--- config.mk ---
export PLATFORM = sky130hd
export DESIGN_NAME = i2c_write_phase_sequencer
export DESIGN_NICKNAME = d
export VERILOG_FILES = /design/src/design/i2cwps_pkg.sv /design/src/design/i2cwps_ctrl.sv /design/src/design/i2cwps_dp.sv /design/src/design/i2c_write_phase_sequencer.sv
export SDC_FILE = /design/constraint.sdc
export NUM_CORES = 1
export LEC_CHECK = 0
export ABC_AREA = 1
export ABC_CLOCK_PERIOD_IN_PS = 2600
export BUFFER_PORTS_ARGS = -buffer_cell sky130_fd_sc_hd__buf_2
export CAP_MARGIN = 20
export CORE_MARGIN = 10
export CORE_UTILIZATION = 40
export CTS_BUF_LIST = sky130_fd_sc_hd__clkbuf_2
export DETAILED_ROUTE_END_ITERATION = 16
export GPL_ROUTABILITY_DRIVEN = 0
export SYNTH_ARGS = -nofsm -noshare
export SYNTH_HDL_FRONTEND = slang
export SYNTH_SLANG_ARGS = --single-unit
export TNS_END_PERCENT = 5
--- constraint.sdc ---
create_clock -name aclk -period 2.6 [get_ports aclk]
set_input_delay 0.39 -clock aclk [delete_from_list [all_inputs] [get_ports aclk]]
set_output_delay 0.39 -clock aclk [all_outputs]
set_load 0.1 [all_outputs]
--- src/design/i2cwps_pkg.sv ---
`timescale 1ns / 1ps

package i2cwps_pkg;

    localparam int unsigned ByteWidth  = 8;
    localparam int unsigned HoldWidth  = 3;
    localparam int unsigned CountWidth = 4;

    // Index of the last phase of each segment.
    localparam logic [CountWidth-1:0] StopLast  = 4'd4;
    localparam logic [CountWidth-1:0] StartLast = 4'd2;
    localparam logic [CountWidth-1:0] BitsLast  = 4'd15;
    localparam logic [CountWidth-1:0] AckLast   = 4'd3;

    localparam logic [HoldWidth-1:0] HoldShort = 3'd1;
    localparam logic [HoldWidth-1:0] HoldLong  = 3'd6;

    // The controller state also names the segment of the phase run being emitted.
    typedef enum logic [2:0] {
        ST_IDLE,
        ST_PRE_STOP,
        ST_START,
        ST_BITS,
        ST_ACK,
        ST_POST_STOP
    } state_t;

    typedef struct packed {
        logic   load;
        logic   emit;
        logic   last;
        state_t seg;
    } ctrl_cmd_t;

    typedef struct packed {
        logic opens;
        logic closes;
        logic seg_end;
        logic out_free;
    } dp_status_t;

    typedef struct packed {
        logic                 ack_sample;
        logic [HoldWidth-1:0] hold_units;
        logic                 data_drive;
        logic                 data_level;
        logic                 clock_level;
    } phase_t;

    function automatic phase_t make_phase(logic clk, logic lvl, logic drv,
                                          logic [HoldWidth-1:0] hold, logic sample);
        phase_t p;
        p.clock_level = clk;
        p.data_level  = drv & lvl;
        p.data_drive  = drv;
        p.hold_units  = hold;
        p.ack_sample  = sample;
        return p;
    endfunction

    // Phase for a given segment, position in it, and current top bit of the byte.
    function automatic phase_t phase_of(state_t seg, logic [CountWidth-1:0] idx,
                                        logic bit_value);
        phase_t p;
        p = make_phase(1'b0, 1'b0, 1'b0, HoldShort, 1'b0);
        case (seg)
            ST_PRE_STOP, ST_POST_STOP: begin
                case (idx)
                    4'd0: p = make_phase(1'b0, 1'b0, 1'b0, HoldShort, 1'b0);
                    4'd1: p = make_phase(1'b0, 1'b0, 1'b1, HoldShort, 1'b0);
                    4'd2: p = make_phase(1'b1, 1'b0, 1'b1, HoldShort, 1'b0);
                    4'd3: p = make_phase(1'b1, 1'b1, 1'b1, HoldShort, 1'b0);
                    default: p = make_phase(1'b1, 1'b0, 1'b0, HoldLong, 1'b0);
                endcase
            end
            ST_START: begin
                case (idx)
                    4'd0: p = make_phase(1'b1, 1'b1, 1'b1, HoldShort, 1'b0);
                    4'd1: p = make_phase(1'b1, 1'b0, 1'b1, HoldShort, 1'b0);
                    default: p = make_phase(1'b0, 1'b0, 1'b1, HoldShort, 1'b0);
                endcase
            end
            ST_BITS: begin
                p = make_phase(idx[0], bit_value, 1'b1, HoldShort, 1'b0);
            end
            ST_ACK: begin
                p = make_phase((idx == 4'd1) || (idx == 4'd2), 1'b0, 1'b0, HoldShort,
                               idx == 4'd1);
            end
            default: begin
                p = make_phase(1'b0, 1'b0, 1'b0, HoldShort, 1'b0);
            end
        endcase
        return p;
    endfunction

endpackage

--- src/design/i2cwps_ctrl.sv ---
`timescale 1ns / 1ps

module i2cwps_ctrl (
    input  logic                   aclk,
    input  logic                   aresetn,
    input  logic                   s_tvalid,
    output logic                   s_tready,
    input  i2cwps_pkg::dp_status_t status,
    output i2cwps_pkg::ctrl_cmd_t  cmd
);

    i2cwps_pkg::state_t state_reg;
    i2cwps_pkg::state_t state_next;

    always_ff @(posedge aclk) begin
        if (!aresetn) begin
            state_reg <= i2cwps_pkg::ST_IDLE;
        end else begin
            state_reg <= state_next;
        end
    end

    always_comb begin
        state_next = state_reg;
        s_tready   = 1'b0;
        cmd.load   = 1'b0;
        cmd.emit   = 1'b0;
        cmd.last   = 1'b0;
        cmd.seg    = state_reg;
        case (state_reg)
            i2cwps_pkg::ST_IDLE: begin
                s_tready = 1'b1;
                if (s_tvalid) begin
                    cmd.load   = 1'b1;
                    state_next = status.opens ? i2cwps_pkg::ST_PRE_STOP
                                              : i2cwps_pkg::ST_BITS;
                end
            end
            i2cwps_pkg::ST_PRE_STOP: begin
                cmd.emit = status.out_free;
                if (status.out_free && status.seg_end) begin
                    state_next = i2cwps_pkg::ST_START;
                end
            end
            i2cwps_pkg::ST_START: begin
                cmd.emit = status.out_free;
                if (status.out_free && status.seg_end) begin
                    state_next = i2cwps_pkg::ST_BITS;
                end
            end
            i2cwps_pkg::ST_BITS: begin
                cmd.emit = status.out_free;
                if (status.out_free && status.seg_end) begin
                    state_next = i2cwps_pkg::ST_ACK;
                end
            end
            i2cwps_pkg::ST_ACK: begin
                cmd.emit = status.out_free;
                cmd.last = status.seg_end && !status.closes;
                if (status.out_free && status.seg_end) begin
                    state_next = status.closes ? i2cwps_pkg::ST_POST_STOP
                                               : i2cwps_pkg::ST_IDLE;
                end
            end
            i2cwps_pkg::ST_POST_STOP: begin
                cmd.emit = status.out_free;
                cmd.last = status.seg_end;
                if (status.out_free && status.seg_end) begin
                    state_next = i2cwps_pkg::ST_IDLE;
                end
            end
            default: begin
                state_next = i2cwps_pkg::ST_IDLE;
            end
        endcase
    end

endmodule

--- src/design/i2cwps_dp.sv ---
`timescale 1ns / 1ps

module i2cwps_dp (
    input  logic                                 aclk,
    input  logic                                 aresetn,
    input  logic [i2cwps_pkg::ByteWidth-1:0]     byte_value,
    input  logic                                 opens_transaction,
    input  logic                                 closes_transaction,
    input  i2cwps_pkg::ctrl_cmd_t                cmd,
    output i2cwps_pkg::dp_status_t               status,
    output logic                                 m_tvalid,
    input  logic                                 m_tready,
    output i2cwps_pkg::phase_t                   m_phase,
    output logic                                 m_last
);

    logic [i2cwps_pkg::ByteWidth-1:0]  shift_reg;
    logic                              close_reg;
    logic [i2cwps_pkg::CountWidth-1:0] count_reg;
    logic                              valid_reg;
    i2cwps_pkg::phase_t                phase_reg;
    logic                              last_reg;
    logic [i2cwps_pkg::CountWidth-1:0] seg_last;

    always_comb begin
        case (cmd.seg)
            i2cwps_pkg::ST_PRE_STOP, i2cwps_pkg::ST_POST_STOP: seg_last = i2cwps_pkg::StopLast;
            i2cwps_pkg::ST_START: seg_last = i2cwps_pkg::StartLast;
            i2cwps_pkg::ST_BITS:  seg_last = i2cwps_pkg::BitsLast;
            i2cwps_pkg::ST_ACK:   seg_last = i2cwps_pkg::AckLast;
            default:              seg_last = '0;
        endcase
    end

    // The opening marker is only consulted in the cycle the byte is taken.
    assign status.opens    = opens_transaction;
    assign status.closes   = close_reg;
    assign status.seg_end  = (count_reg == seg_last);
    assign status.out_free = !valid_reg || m_tready;

    always_ff @(posedge aclk) begin
        if (!aresetn) begin
            valid_reg <= 1'b0;
            count_reg <= '0;
            close_reg <= 1'b0;
        end else begin
            if (cmd.load) begin
                close_reg <= closes_transaction;
                count_reg <= '0;
            end else if (cmd.emit) begin
                count_reg <= status.seg_end ? '0 : count_reg + 1'b1;
            end
            if (cmd.emit) begin
                valid_reg <= 1'b1;
            end else if (m_tready) begin
                valid_reg <= 1'b0;
            end
        end
    end

    // Payload registers.
    always_ff @(posedge aclk) begin
        if (cmd.load) begin
            shift_reg <= byte_value;
        end else if (cmd.emit && (cmd.seg == i2cwps_pkg::ST_BITS) && count_reg[0]) begin
            shift_reg <= {shift_reg[i2cwps_pkg::ByteWidth-2:0], 1'b0};
        end
        if (cmd.emit) begin
            phase_reg <= i2cwps_pkg::phase_of(cmd.seg, count_reg,
                                               shift_reg[i2cwps_pkg::ByteWidth-1]);
            last_reg  <= cmd.last;
        end
    end

    assign m_tvalid = valid_reg;
    assign m_phase  = phase_reg;
    assign m_last   = last_reg;

endmodule

--- src/design/i2c_write_phase_sequencer.sv ---
`timescale 1ns / 1ps
// After a byte is taken in idle, its first bus phase is formed and held in the output register.
// Throughput: 20, 25, 28 or 33 phases per byte, one per cycle while m_tready is high; the next
// byte is taken in idle only after the last phase of the current one has been emitted.
// Reset: synchronous active-low aresetn returns the controller to idle and empties the
// output register; the byte and phase-count registers are reloaded on every byte.

module i2c_write_phase_sequencer (
    input  logic       aclk,
    input  logic       aresetn,
    // Input byte channel.
    input  logic       s_tvalid,
    output logic       s_tready,
    input  logic [7:0] s_tdata,   // [7:0] byte_value
    input  logic [1:0] s_tuser,   // [0] opens_transaction, [1] closes_transaction
    // Bus phase channel.
    output logic       m_tvalid,
    input  logic       m_tready,
    output logic [7:0] m_tdata,   // [0] clock_level, [1] data_level, [2] data_drive,
                                  // [5:3] hold_units, [6] ack_sample, [7] zero
    output logic       m_tlast    // last_phase
);

    i2cwps_pkg::ctrl_cmd_t  cmd;
    i2cwps_pkg::dp_status_t status;
    i2cwps_pkg::phase_t     phase;

    // The controller walks the segments of a byte's phase run: an optional stop and
    // start, sixteen bit phases, four acknowledge phases, and an optional closing stop.
    i2cwps_ctrl u_ctrl (
        .aclk     (aclk),
        .aresetn  (aresetn),
        .s_tvalid (s_tvalid),
        .s_tready (s_tready),
        .status   (status),
        .cmd      (cmd)
    );

    // The datapath holds the byte, its closing marker, the position within the current
    // segment and the output register that parts the two channels.
    i2cwps_dp u_dp (
        .aclk               (aclk),
        .aresetn            (aresetn),
        .byte_value         (s_tdata),
        .opens_transaction  (s_tuser[0]),
        .closes_transaction (s_tuser[1]),
        .cmd                (cmd),
        .status             (status),
        .m_tvalid           (m_tvalid),
        .m_tready           (m_tready),
        .m_phase            (phase),
        .m_last             (m_tlast)
    );

    assign m_tdata = {1'b0, phase.ack_sample, phase.hold_units, phase.data_drive,
                      phase.data_level, phase.clock_level};

endmodule
# Yosys cells after proc, flatten, opt, wreduce, memory -nomap -nowiden
# Cells that the tools add are included.
dict set report classes {
  n_addsub 1
  eq_ne 15
  mux 23
  n_bitwise 1
  n_reduce_logical 16
}
# operator n
set ops {}
lappend ops {{one-hot mux 7 bit (4 select lines)} 1}
lappend ops {{one-hot mux 6 bit (4 select lines)} 1}
lappend ops {{2-to-1 mux 3 bit} 7}
lappend ops {{one-hot mux 3 bit (6 select lines)} 1}
lappend ops {{2-to-1 mux 8 bit} 2}
lappend ops {{one-hot mux 4 bit (4 select lines)} 1}
lappend ops {{!= test 2 x 1 -> 1 bit, second input constant} 5}
lappend ops {{== test 4 x 2 -> 1 bit, second input constant} 2}
lappend ops {{== test 3 x 2 -> 1 bit, second input constant} 2}
lappend ops {{== test 3 bit, second input constant} 2}
lappend ops {{2-to-1 mux 1 bit} 6}
lappend ops {{AND reduction 6 bit} 1}
lappend ops {{OR reduction 5 bit} 1}
lappend ops {{adder 4 x 1 -> 4 bit, second input constant} 1}
lappend ops {{== test 4 x 1 -> 1 bit, second input constant} 1}
lappend ops {{== test 4 bit} 1}
lappend ops {{logical AND 1 bit} 4}
lappend ops {{zero test 4 bit} 1}
lappend ops {{2-to-1 mux 4 bit} 1}
lappend ops {{one-hot mux 2 bit (2 select lines)} 1}
lappend ops {{nonzero test 2 bit} 2}
lappend ops {{OR reduction 2 bit} 2}
lappend ops {{== test 3 x 1 -> 1 bit, second input constant} 1}
lappend ops {{zero test 3 bit} 1}
lappend ops {{6 further kinds} 8}
dict set report word_totals {
  reg_bits 25
  in_bits 14
  out_inout_bits 11
  word_cells 67
}

# Longest topological paths before layout
# Gate-level depths: netlist (run 1).
dict set report logic_depth {
  depth_word 7
  depth_mapped 12
  mapped_depth_nobuf 12
}

# Hierarchy
# From an unflattened synthesis (run 1), not the netlist that was laid out.
dict set report hier_totals {
  hier_cells 177
  area_unflattened_um2 1410.1
}
# mod n_inst cells_per_inst area_per_inst_um2 seq_area_each_um2
set modules_own_cells {}
lappend modules_own_cells {i2cwps_dp 1 130 1128.6 570.5}
lappend modules_own_cells {i2cwps_ctrl 1 45 270.3 60.1}
lappend modules_own_cells {i2c_write_phase_sequencer 1 2 11.3 0.0}

# Worst setup path after synthesis (run 1)
# OpenSTA, ideal clock, no wires.
dict set report synth_timing {
  kind {flip-flop to flip-flop}
  startpoint {register u_ctrl.state_reg[0]}
  endpoint {register u_dp.shift_reg[0] (netlist name), enable pin}
  setup_ns 0.384
  arrival_ns 2.075
  required_ns 2.216
  path_slack_ns 0.141
  path_stages_with_launch 7
  path_buffers 1
  synth_period_minus_slack_ns 2.459
  path_cell_list {dfxtp_1 > nor2_2 > inv_1 > nor2_2 > nand2_2 > buf_6 > o21ai_0}
}
dict set report synth_between {
  elab_chain_len 6
  elab_cells_between_ends 12
  cone_classes {eq/ne: 5; mux: 2; reduce/logical: 5}
}
# element line_no
set synth_lines {}
lappend synth_lines {{start: declaration} i2cwps_ctrl.sv:12} ;# i2cwps_pkg::state_t state_reg;
lappend synth_lines {{start signal: assignment} i2cwps_ctrl.sv:17} ;# state_reg <= i2cwps_pkg::ST_IDLE;
lappend synth_lines {{start signal: assignment} i2cwps_ctrl.sv:19} ;# state_reg <= state_next;
lappend synth_lines {{== test 3 x 1 -> 1 bit (tied with other cells)} i2cwps_ctrl.sv:30} ;# case (state_reg)
lappend synth_lines {{OR reduction 5 bit (no line)} --}
lappend synth_lines {{2-to-1 mux 1 bit} i2cwps_ctrl.sv:30}
lappend synth_lines {{logical AND 1 bit (2 in a row)} i2cwps_dp.sv:65} ;# end else if (cmd.emit && (cmd.seg == i2cwps_pkg::ST_BITS) && count_reg[0]) begin
lappend synth_lines {{nonzero test 2 bit (no line) (*)} --}
lappend synth_lines {{end signal: assignment} i2cwps_dp.sv:64} ;# shift_reg <= byte_value;
lappend synth_lines {{end signal: assignment} i2cwps_dp.sv:66} ;# shift_reg <= {shift_reg[i2cwps_pkg::ByteWidth-2:0], 1'b0};
lappend synth_lines {{end: declaration} i2cwps_dp.sv:17} ;# logic [i2cwps_pkg::ByteWidth-1:0] shift_reg;
# Mark *: on every way between the ends. The rest lies on a longest branch, timed or not.
# A chain may end at the register's enable or synchronous reset.

# Worst setup path after layout (run 1)
dict set report layout_timing {
  startpoint {register u_ctrl.state_reg[0]}
  endpoint {output port s_tready}
}
dict set report layout_between {
  elab_chain_len 2
}
# element line_no
set layout_lines {}
lappend layout_lines {{zero test 3 bit} i2cwps_ctrl.sv:30}
lappend layout_lines {{2-to-1 mux 1 bit} i2cwps_ctrl.sv:30}
lappend layout_lines {{end: declaration} i2c_write_phase_sequencer.sv:13} ;# output logic s_tready,
# Every way passes these cells.

==> impl_metrics.json, run 1 <==
{
  "tritoncts": "yes",
  "yosys.area.top_type": "sky130_fd_sc_hd__edfxtp_1",
  "fin_nets": 190,
  "synth_warnings": 0,
  "r2r-start": "u_ctrl.state_reg[0]",
  "postSynth.topFlopCell": "sky130_fd_sc_hd__edfxtp_1",
  "timing.clock.skew_ns": 0.002165,
  "critical_path_buf_inv_count": 2,
  "final.period_utilization": 0.7778,
  "design.die.area_sq_mm": 0.005977,
  "numCtsBuffers": 3,
  "max-cap-violations": 0,
  "worst-setup-path-type": "flop to output pin",
  "result_of_the_run": "finished clean",
  "post_cts_resized": 0,
  "area_delta_synth_final_pct": 14.76,
  "clockRootBuffer": "sky130_fd_sc_hd__clkbuf_2",
  "via_per_inst": 4.688,
  "main_area_contributors_after_synthesis": "sky130_fd_sc_hd__edfxtp_1, sky130_fd_sc_hd__dfxtp_1, sky130_fd_sc_hd__nand2_1, sky130_fd_sc_hd__mux2_4, sky130_fd_sc_hd__inv_1",
  "grtUsageTotal": 0.08399,
  "worst_setup_path_startpoint": "u_ctrl.state_reg[0]",
  "achievable-frequency_mhz": 494.5,
  "syn_area_sq_mm": 0.001314,
  "n_antenna_cell": 0,
  "synth-edff-count": 15,
  "post_drt_wl_per_cell_microns": 11.37,
  "slew_viol_final": 0,
  "ys_types": 27,
  "placement_rows": 20,
  "cts-hold-fix-buffers": 0,
  "die_width_microns": 77.31,
  "timing.max_slew.rel_slack": 0.6468,
  "detail_route.drc_violations": 0,
  "floorplan.initialDensity": 0.4234,
  "final_antenna_net_count": 0,
  "hold_start": "aresetn",
  "syn_area_per_cell_sq_um": 8.998,
  "synthDominantCellAreaShare": 0.3429,
  "drt_pass1_iterations": 4,
  "synth.ff_latch_count": 24,
  "timing.critical_path.from_type": "flop",
  "dp.final_hpwl_microns": 1971,
  "critPathMostFrequentCell": "sky130_fd_sc_hd__nor2_2",
  "worst_path_max_delay_cell": "sky130_fd_sc_hd__buf_2",
  "proportion_of_layout_cells_with_a_drive_suffix_above_1": 0.2865,
  "largest_reg_flops": 8,
  "design.core.area_sq_mm": 0.003103,
  "worst_setup_hold_path_clk_slew_ns": 0.21,
  "finalHoldViolations": 0,
  "clk-insertion-delay-late_ns": 0.34,
  "hold_path_class": "input port to flop",
  "asyncSetResetFlopFracSynth": 0,
  "synth_sequential_area_ratio": 0.4800,
  "tightest_slew_ns": 0.5243,
  "critical_path_arrival_ns": 1.63,
  "path_delay_family": "buffers and inverters",
  "worstPathMaxFanout": 7,
  "crit_path_cell_trace": "nor2_2 -> inv_1 -> nor2_2 -> buf_2",
  "io_pins": 25,
  "global_route_wire_length_before_repair_microns": 4284,
  "via_count_of_the_first_global_routing_pass": 966,
  "mappedNetlistNets": 164,
  "nFillCells": 311,
  "synth_commonest_cells": "sky130_fd_sc_hd__nand2_1, sky130_fd_sc_hd__inv_1, sky130_fd_sc_hd__nor2_1",
  "max-clock-path-buffers": 2,
  "setup_repair_after_global_routing_missed_its_margin": "no",
  "utilization": 0.4859,
  "clock_sink_count": 24,
  "synth_cells": 146,
  "post_cts.repair.setup_buffers": 0,
  "finalWorstPathRequiredPeriod_ns": 2.022,
  "slowest_delay_ns": 0.45,
  "die_height_microns": 77.31,
  "antenna_violations_before_repair": 0,
  "vias": 1008,
  "port_buffer_count": 23,
  "h-tree-depth": 1,
  "critical_path.endpoint_type": "output pin",
  "drt-initial-drc-count": 44,
  "crit_required_ns": 2.21,
  "gr-total-overflow": 0,
  "largest_net_degree_at_the_start_of_global_routing": 15,
  "detail_route.wirelength_microns": 2445,
  "yosys.cell_count.top_type": "sky130_fd_sc_hd__nand2_1",
  "final.setup.tns_ns": 0,
  "setup_violators_final": 0
}
[routing by layer]
layer,up-vias,global-route usage,wire length [microns]
met5,-,0,0
met1,456,0.09723,1100
li1,524,-,-
met2,23,0.1329,1103
met4,0,0.03285,36
met3,5,0.03730,204
[tightest hold or removal path: cells and delay by family]
family	cells	cell delay (ns)
buffers and inverters	1	0.13
and+or+nand+nor	2	0.10
[worst paths after layout]
path	endpoint	slack [ns]	cells after the start
setup / recovery	s_tready	0.58	4
hold / removal	u_ctrl.state_reg[0]	0.29	3
setup reg to reg	u_dp.shift_reg[4]	0.61	6
hold reg to reg	u_dp.close_reg	0.55	2
[cells by family after synthesis]
group | count (synthesis) | synth area share
AOI/OAI and AO/OA | 17 | 0.07430
xor gates and xnor gates | 2 | 0.01334
adders and majority gates | 4 | 0.03810
buffers and inverters | 23 | 0.07714
DFF | 24 | 0.4800
muxes | 7 | 0.07714
other | 1 | 0.002854
and+or+nand+nor | 68 | 0.2371
[per-stage QoR]
| step | area (sq um) | hold WS (ns) | setup slack (ns) | std cells |
|---|---|---|---|---|
| after global placement | 1458 | 0.5172 | 0.4357 | 210 |
| final | 1508 | 0.2871 | 0.5776 | 215 |
| after floorplan | 1314 | 0.4643 | 0.1414 | 146 |
| after global routing | 1508 | 0.2787 | 0.4770 | 215 |
| after detailed placement | 1458 | 0.5212 | 0.3110 | 210 |
| after CTS | 1503 | 0.2824 | 0.3558 | 214 |
[area by class of cell]
class	count	area, sq um	share of cell area
Inverter	20	75.07	0.04979
Timing Repair Buffer	24	120.1	0.07967
Multi-Input combinational cell	99	581.8	0.3859
Clock buffer	3	15.01	0.009958
Clock inverter	1	30.03	0.01992
Tap cell	44	55.05	0.03651
Sequential cell	24	630.6	0.4183
[layout by cell type, fill, tap and decap left out, drive strengths merged]
cell	instances
a211oi	1
a21oi	4
buf	23
bufinv	1
clkbuf	4
conb	1
dfxtp	9
edfxtp	15
ha	4
inv	20
mux2	7
nand2	35
nand3	11
nand4	2
nor2	19
nor3	1
o2111ai	1
o211ai	1
o21ai	8
o21bai	1
o22ai	1
xor2	2
Power of run 1 is left out: the tool's default activity adds up to more than one toggle a clock period on the data nets, which glitch-free logic cannot reach.
==> run 2: changes to the inputs <==
--- a/config.mk
+++ b/config.mk
@@ -6,7 +6,7 @@
 export NUM_CORES = 1
 export LEC_CHECK = 0
 export ABC_AREA = 1
-export ABC_CLOCK_PERIOD_IN_PS = 2600
+export ABC_CLOCK_PERIOD_IN_PS = 1900
 export BUFFER_PORTS_ARGS = -buffer_cell sky130_fd_sc_hd__buf_2
 export CAP_MARGIN = 20
 export CORE_MARGIN = 10
==> constraint.sdc (replaced) <==
create_clock -name aclk -period 1.9 [get_ports aclk]
set_input_delay 0.285 -clock aclk [delete_from_list [all_inputs] [get_ports aclk]]
set_output_delay 0.285 -clock aclk [all_outputs]
set_load 0.1 [all_outputs]
==> run 2 against run 1 <==
  * Non-clock buffer count is 1 lower
  * Final area is 0.75% lower
  * Wire length is 11% higher
  * Setup slack worse by 0.44 ns
  * Cell count is 0.47% lower
  * Critical path type unchanged
  * Highest routed layer unchanged
==> impl_metrics.json, run 2 (synthesized netlist as in run 1, its figures left out) <==
{
  "layout.cells.most_common": "sky130_fd_sc_hd__nand2_1",
  "worst-setup-path-type": "flop to output pin",
  "drt-initial-drc-count": 77,
  "antenna_violations_before_repair": 0,
  "worstPathMaxFanout": 6,
  "post_cts.repair.setup_buffers": 0,
  "critical_path_buf_inv_count": 2,
  "critical_path.reg2reg.endpoint": "u_dp.shift_reg[1]",
  "slew_viol_final": 0,
  "utilization": 0.4823,
  "h-tree-depth": 1,
  "dp.final_hpwl_microns": 2119,
  "setup_violators_final": 0,
  "setup_repair_after_global_routing_missed_its_margin": "no",
  "detail_route.drc_violations": 0,
  "place_inst": 210,
  "critical_path_cell_count": 4,
  "met3_wirelength_microns": 205,
  "largest_net_degree_at_the_start_of_global_routing": 14,
  "floorplan.initialDensity": 0.4234,
  "finalNonFillerCells": 214,
  "slowest_delay_ns": 0.42,
  "design.die.area_sq_mm": 0.005977,
  "crit_path_cell_trace": "nor2_4 -> inv_2 -> nor2_4 -> clkbuf_4",
  "tritoncts": "yes",
  "crit_required_ns": 1.62,
  "clk-insertion-delay-late_ns": 0.36,
  "post_drt_wl_per_cell_microns": 12.66,
  "design.core.area_sq_mm": 0.003103,
  "largest_reg_flops": 8,
  "die_height_microns": 77.31,
  "finalWorstPathRequiredPeriod_ns": 1.767,
  "critical_path.endpoint_type": "output pin",
  "final_antenna_net_count": 0,
  "clock_sink_count": 24,
  "detail_route.wirelength_microns": 2709,
  "routed.top_layer": "met4",
  "clockRootBuffer": "sky130_fd_sc_hd__clkbuf_2",
  "worst_setup_hold_path_clk_slew_ns": 0.24,
  "worst_path_max_delay_cell": "sky130_fd_sc_hd__dfxtp_2",
  "placement_rows": 20,
  "max-clock-path-buffers": 2,
  "worst_setup_path_startpoint": "u_ctrl.state_reg[1]",
  "hold_path_class": "input port to flop",
  "met2RoutedLength_microns": 1267,
  "worstSetupEndpoint": "s_tready",
  "global_route_wire_length_before_repair_microns": 4498,
  "worst_r2r_path_depth": 4,
  "via_count_of_the_first_global_routing_pass": 974,
  "io_pins": 25,
  "reg2reg_slack_ns": 0.20,
  "via_per_inst": 4.752,
  "timing.critical_path.from_type": "flop",
  "numCtsBuffers": 3,
  "timing.clock.skew_ns": 0.02587,
  "vias": 1017,
  "achievable-frequency_mhz": 565.8,
  "final.setup.tns_ns": 0,
  "max-cap-violations": 0,
  "port_buffer_count": 23,
  "critical_path_arrival_ns": 1.48,
  "finalHoldViolations": 0,
  "proportion_of_layout_cells_with_a_drive_suffix_above_1": 0.3059,
  "path_delay_family": "flip-flops",
  "grtUsageTotal": 0.08942,
  "fin_nets": 189,
  "drt_pass1_iterations": 4,
  "gr-total-overflow": 0,
  "r2r-start": "u_ctrl.state_reg[2]",
  "die_width_microns": 77.31,
  "result_of_the_run": "finished clean",
  "n_antenna_cell": 0,
  "final.period_utilization": 0.9301,
  "nFillCells": 307,
  "wl_met1_microns": 1194,
  "mostFrequentLayoutCells": "sky130_fd_sc_hd__nand2_1, sky130_fd_sc_hd__buf_2, sky130_fd_sc_hd__inv_1",
  "area_delta_synth_final_pct": 13.91,
  "critPathMostFrequentCell": "sky130_fd_sc_hd__nor2_4"
}
[run 2: cell count changes in the layout (fill, tap and decap cells not counted), sizes merged]
cell,delta
buf,-1
clkbuf,+1
bufinv,-1
[run 2: cell type report]
| type | count | area (sq um) | share of cell area |
|---|---|---|---|
| Sequential cell | 24 | 633.1 | 0.4231 |
| Inverter | 20 | 75.07 | 0.05017 |
| Clock buffer | 4 | 20.02 | 0.01338 |
| Multi-Input combinational cell | 99 | 595.6 | 0.3980 |
| Timing Repair Buffer | 23 | 117.6 | 0.07860 |
| Tap cell | 44 | 55.05 | 0.03679 |
[run 2: per-layer routing]
layer / global-route usage / vias to the layer above
li1: - / 521
met1: 0.1052 / 458
met2: 0.1430 / 32
met3: 0.03263 / 6
met4: 0.03832 / 0
met5: 0 / -
[run 2: worst min-delay path by stage]
stage	to	cells after the start	slack, ns	start
2_1_floorplan	u_ctrl.state_reg[0]	2	0.40	aresetn
3_3_place_gp	u_dp.close_reg	2	0.52	u_dp.close_reg
3_5_place_dp	u_dp.close_reg	2	0.52	u_dp.close_reg
4_1_cts	u_ctrl.state_reg[1]	3	0.15	aresetn
5_1_grt	u_ctrl.state_reg[2]	3	0.15	aresetn
6_report	u_ctrl.state_reg[1]	3	0.15	aresetn
[run 2: through the flow]
step,hold slack (ns),cell area [sq um],worst slack (ns)
6_report,0.1476,1496,0.1327
4_1_cts,0.1507,1494,0.05060
2_1_floorplan,0.3980,1330,0.0001366
5_1_grt,0.1541,1496,0.03537
3_3_place_gp,0.5176,1474,0.2621
3_5_place_dp,0.5202,1474,0.2595
[run 2: what timing repair did]
action	CTS	global route
setup endpoints to repair	0	1
hold buffers	0	0
resized for setup	0	1
[run 2: worst reg2reg max path, delay by kind of cell, from the launching register on]
family / cells / cell delay, ns
compound gates: 1 / 0.38
simple gates: 3 / 0.44
flops: 1 / 0.54
Power of run 2 is left out for the same reason.
==> run 3: changes to the inputs <==
--- a/config.mk
+++ b/config.mk
@@ -16,5 +16,6 @@
 export GPL_ROUTABILITY_DRIVEN = 0
 export SYNTH_ARGS = -nofsm -noshare
 export SYNTH_HDL_FRONTEND = slang
+export SYNTH_HIERARCHICAL = 1
 export SYNTH_SLANG_ARGS = --single-unit
 export TNS_END_PERCENT = 5
==> run 3 against run 2 <==
  * Wire length rose by 0.55%
  * Final area is 8.5% higher
  * Cell count grew 17%
  * Global-route usage is 0.59 points higher
  * Sequential share of layout area is 3.1 points lower
  * Clock-buffer cell count is 1 lower
  * Synthesized cell count rose by 21%
  * Hold slack better by 0.015 ns
  * Critical path depth grew 1
  * Register-to-register slack got worse by 0.03 ns
  * Via count is 13% higher
  * Area after synthesis rose by 7.3%
  * Highest routed layer unchanged
==> impl_metrics.json, run 3 <==
{
  "worst_slack_ns": 0.1621,
  "worstPathMaxFanout": 8,
  "setup_repair_after_global_routing_missed_its_margin": "no",
  "via_per_inst": 4.612,
  "postSynth.topFlopCell": "sky130_fd_sc_hd__edfxtp_1",
  "finalHoldViolations": 0,
  "critical_path.reg2reg.endpoint": "u_ctrl/state_reg[0]",
  "place_inst": 246,
  "synthDominantCellAreaShare": 0.3194,
  "clk-insertion-delay-late_ns": 0.34,
  "critical_path_arrival_ns": 1.45,
  "drt-initial-drc-count": 53,
  "worst_setup_hold_path_clk_slew_ns": 0.22,
  "cts-hold-fix-buffers": 0,
  "clockRootBuffer": "sky130_fd_sc_hd__clkbuf_2",
  "drt_pass1_iterations": 4,
  "yosys.cell_count.top_type": "sky130_fd_sc_hd__nand2_1",
  "timing.critical_path.from_type": "flop",
  "crit_path_cell_trace": "buf_4 -> nor2_4 -> nand2_2 -> inv_1 -> buf_4",
  "antenna_violations_before_repair": 0,
  "worst_r2r_path_depth": 10,
  "syn_area_per_cell_sq_um": 7.967,
  "synth_commonest_cells": "sky130_fd_sc_hd__nand2_1, sky130_fd_sc_hd__inv_1, sky130_fd_sc_hd__nor2_1",
  "numCtsBuffers": 3,
  "critical_path.endpoint_type": "output pin",
  "io_pins": 25,
  "worst_path_max_delay_cell": "sky130_fd_sc_hd__dfxtp_2",
  "global_route_wire_length_before_repair_microns": 4988,
  "syn_area_sq_mm": 0.001410,
  "tritoncts": "yes",
  "hold_start": "s_tuser[1]",
  "result_of_the_run": "finished clean",
  "timing.clock.skew_ns": 0.004983,
  "critical_path_cell_count": 5,
  "r2r-start": "u_ctrl/state_reg[1]",
  "synth_warnings": 6,
  "n_antenna_cell": 0,
  "design.die.area_sq_mm": 0.006300,
  "area_delta_synth_final_pct": 15.17,
  "hold_path_class": "input port to flop",
  "max-clock-path-buffers": 2,
  "gr-total-overflow": 0,
  "asyncSetResetFlopFracSynth": 0,
  "worst-setup-path-type": "flop to output pin",
  "die_width_microns": 79.38,
  "synth_sequential_area_ratio": 0.4472,
  "finalWorstPathRequiredPeriod_ns": 1.738,
  "slowest_delay_ns": 0.41,
  "critical_path_buf_inv_count": 3,
  "post_drt_wl_per_cell_microns": 10.90,
  "setup_violators_final": 0,
  "detail_route.drc_violations": 0,
  "mostFrequentLayoutCells": "sky130_fd_sc_hd__nand2_1, sky130_fd_sc_hd__inv_1, sky130_fd_sc_hd__buf_2",
  "final.period_utilization": 0.9147,
  "placement_rows": 21,
  "reg2reg_slack_ns": 0.17,
  "floorplan.initialDensity": 0.4193,
  "crit_required_ns": 1.62,
  "yosys.area.top_type": "sky130_fd_sc_hd__edfxtp_1",
  "largest_net_degree_at_the_start_of_global_routing": 14,
  "synth-edff-count": 15,
  "design.core.area_sq_mm": 0.003363,
  "detailed_place.area_sq_mm": 0.001592,
  "final.setup.tns_ns": 0,
  "h-tree-depth": 1,
  "finish.instance_area_sq_mm": 0.001624,
  "slew_viol_final": 0,
  "dp.final_hpwl_microns": 2182,
  "achievable-frequency_mhz": 575.4,
  "max-cap-violations": 0,
  "detail_route.wirelength_microns": 2724,
  "vias": 1153,
  "proportion_of_layout_cells_with_a_drive_suffix_above_1": 0.2647,
  "die_height_microns": 79.38,
  "largest_reg_flops": 8,
  "mappedNetlistNets": 196,
  "critPathMostFrequentCell": "sky130_fd_sc_hd__buf_4",
  "fin_nets": 224,
  "main_area_contributors_after_synthesis": "sky130_fd_sc_hd__edfxtp_1, sky130_fd_sc_hd__dfxtp_1, sky130_fd_sc_hd__nand2_1, sky130_fd_sc_hd__inv_1, sky130_fd_sc_hd__nor2_1",
  "final_antenna_net_count": 0,
  "grtUsageTotal": 0.09529,
  "port_buffer_count": 23,
  "ys_types": 27,
  "path_delay_family": "buffers and inverters",
  "synth_cells": 177,
  "synth.ff_latch_count": 24,
  "finalNonFillerCells": 250,
  "min_delay_path_depth": 3,
  "layout.cells.most_common": "sky130_fd_sc_hd__nand2_1",
  "clock_sink_count": 24,
  "worstHoldEndpoint": "u_dp/close_reg",
  "post_cts.repair.setup_buffers": 0,
  "via_count_of_the_first_global_routing_pass": 1183,
  "pre_cts_ws_ns": 0.03627
}
run 3: cell types whose count changed in the layout (fill, tap and decap cells not counted), sizes merged, moves of 2 or more:
| cell | delta |
|---|---|
| clkinv | +2 |
| mux2 | -7 |
| nand3 | +4 |
| nor4 | +2 |
| clkbuf | -2 |
| buf | +6 |
| nand2 | +24 |
| inv | +4 |
run 3: worst max-delay path by stage:
stage,end,from,slack (ns)
floorplan,u_dp/shift_reg[0],u_dp/m_tvalid,0.02
global placement,u_ctrl/state_reg[1],u_ctrl/state_reg[2],0.12
detailed placement,u_ctrl/state_reg[0],u_ctrl/state_reg[2],0.04
CTS,u_ctrl/state_reg[0],u_ctrl/state_reg[2],0.01
global route,s_tready,u_ctrl/state_reg[0],0.009
finish,s_tready,u_ctrl/state_reg[0],0.16
run 3: tightest hold or removal path, cell delays in order:
cell and delay (ns):
sky130_fd_sc_hd__buf_2 0.08, sky130_fd_sc_hd__nor2_1 0.03, sky130_fd_sc_hd__nor2_1 0.08
run 3: cell type report:
type	instances	area, sq um
sequential	24	636.9
clock inverter	1	3.754
clock buffer	3	15.01
inverter	25	93.84
fill	363	1739
timing repair buffer	28	155.1
tap	46	57.56
multi-input combinational	123	661.9
run 3: cell families (layout without fill, tap and decap cells):
family                   after synthesis  in the layout  synth area share
buffers and inverters                 30             57           0.09582
AND/OR/NAND/NOR                       98             98            0.3212
AO/OA/AOI/OAI                         15             15           0.05856
flip-flops                            24             24            0.4472
other                                  1              1          0.002659
XOR/XNOR                               4              4           0.03018
adder cells (fa/ha/maj)                5              5           0.04437
run 3: repair_timing:
item,4_1_cts,5_1_grt
endpoints found under the setup margin,1,10
endpoints found under the hold margin,0,0
resized for setup,1,4
run 3: through the flow:
step	util	hold WS, ns
2_1_floorplan	-	0.3983
3_3_place_gp	0.4732	0.4951
3_5_place_dp	0.4732	0.5036
4_1_cts	0.4795	0.1346
5_1_grt	0.4829	0.1422
6_report	0.4829	0.1627
run 3: per-layer routing:
| layer | vias to the layer above | share of wire | track usage |
|---|---|---|---|
| li1 | 613 | - | - |
| met2 | 27 | 0.49 | 0.1623 |
| met3 | 4 | 0.063 | 0.03041 |
| met5 | - | 0 | 0 |
| met4 | 0 | 0.013 | 0.04480 |
| met1 | 509 | 0.43 | 0.1052 |
Power of run 3 is left out for the same reason.
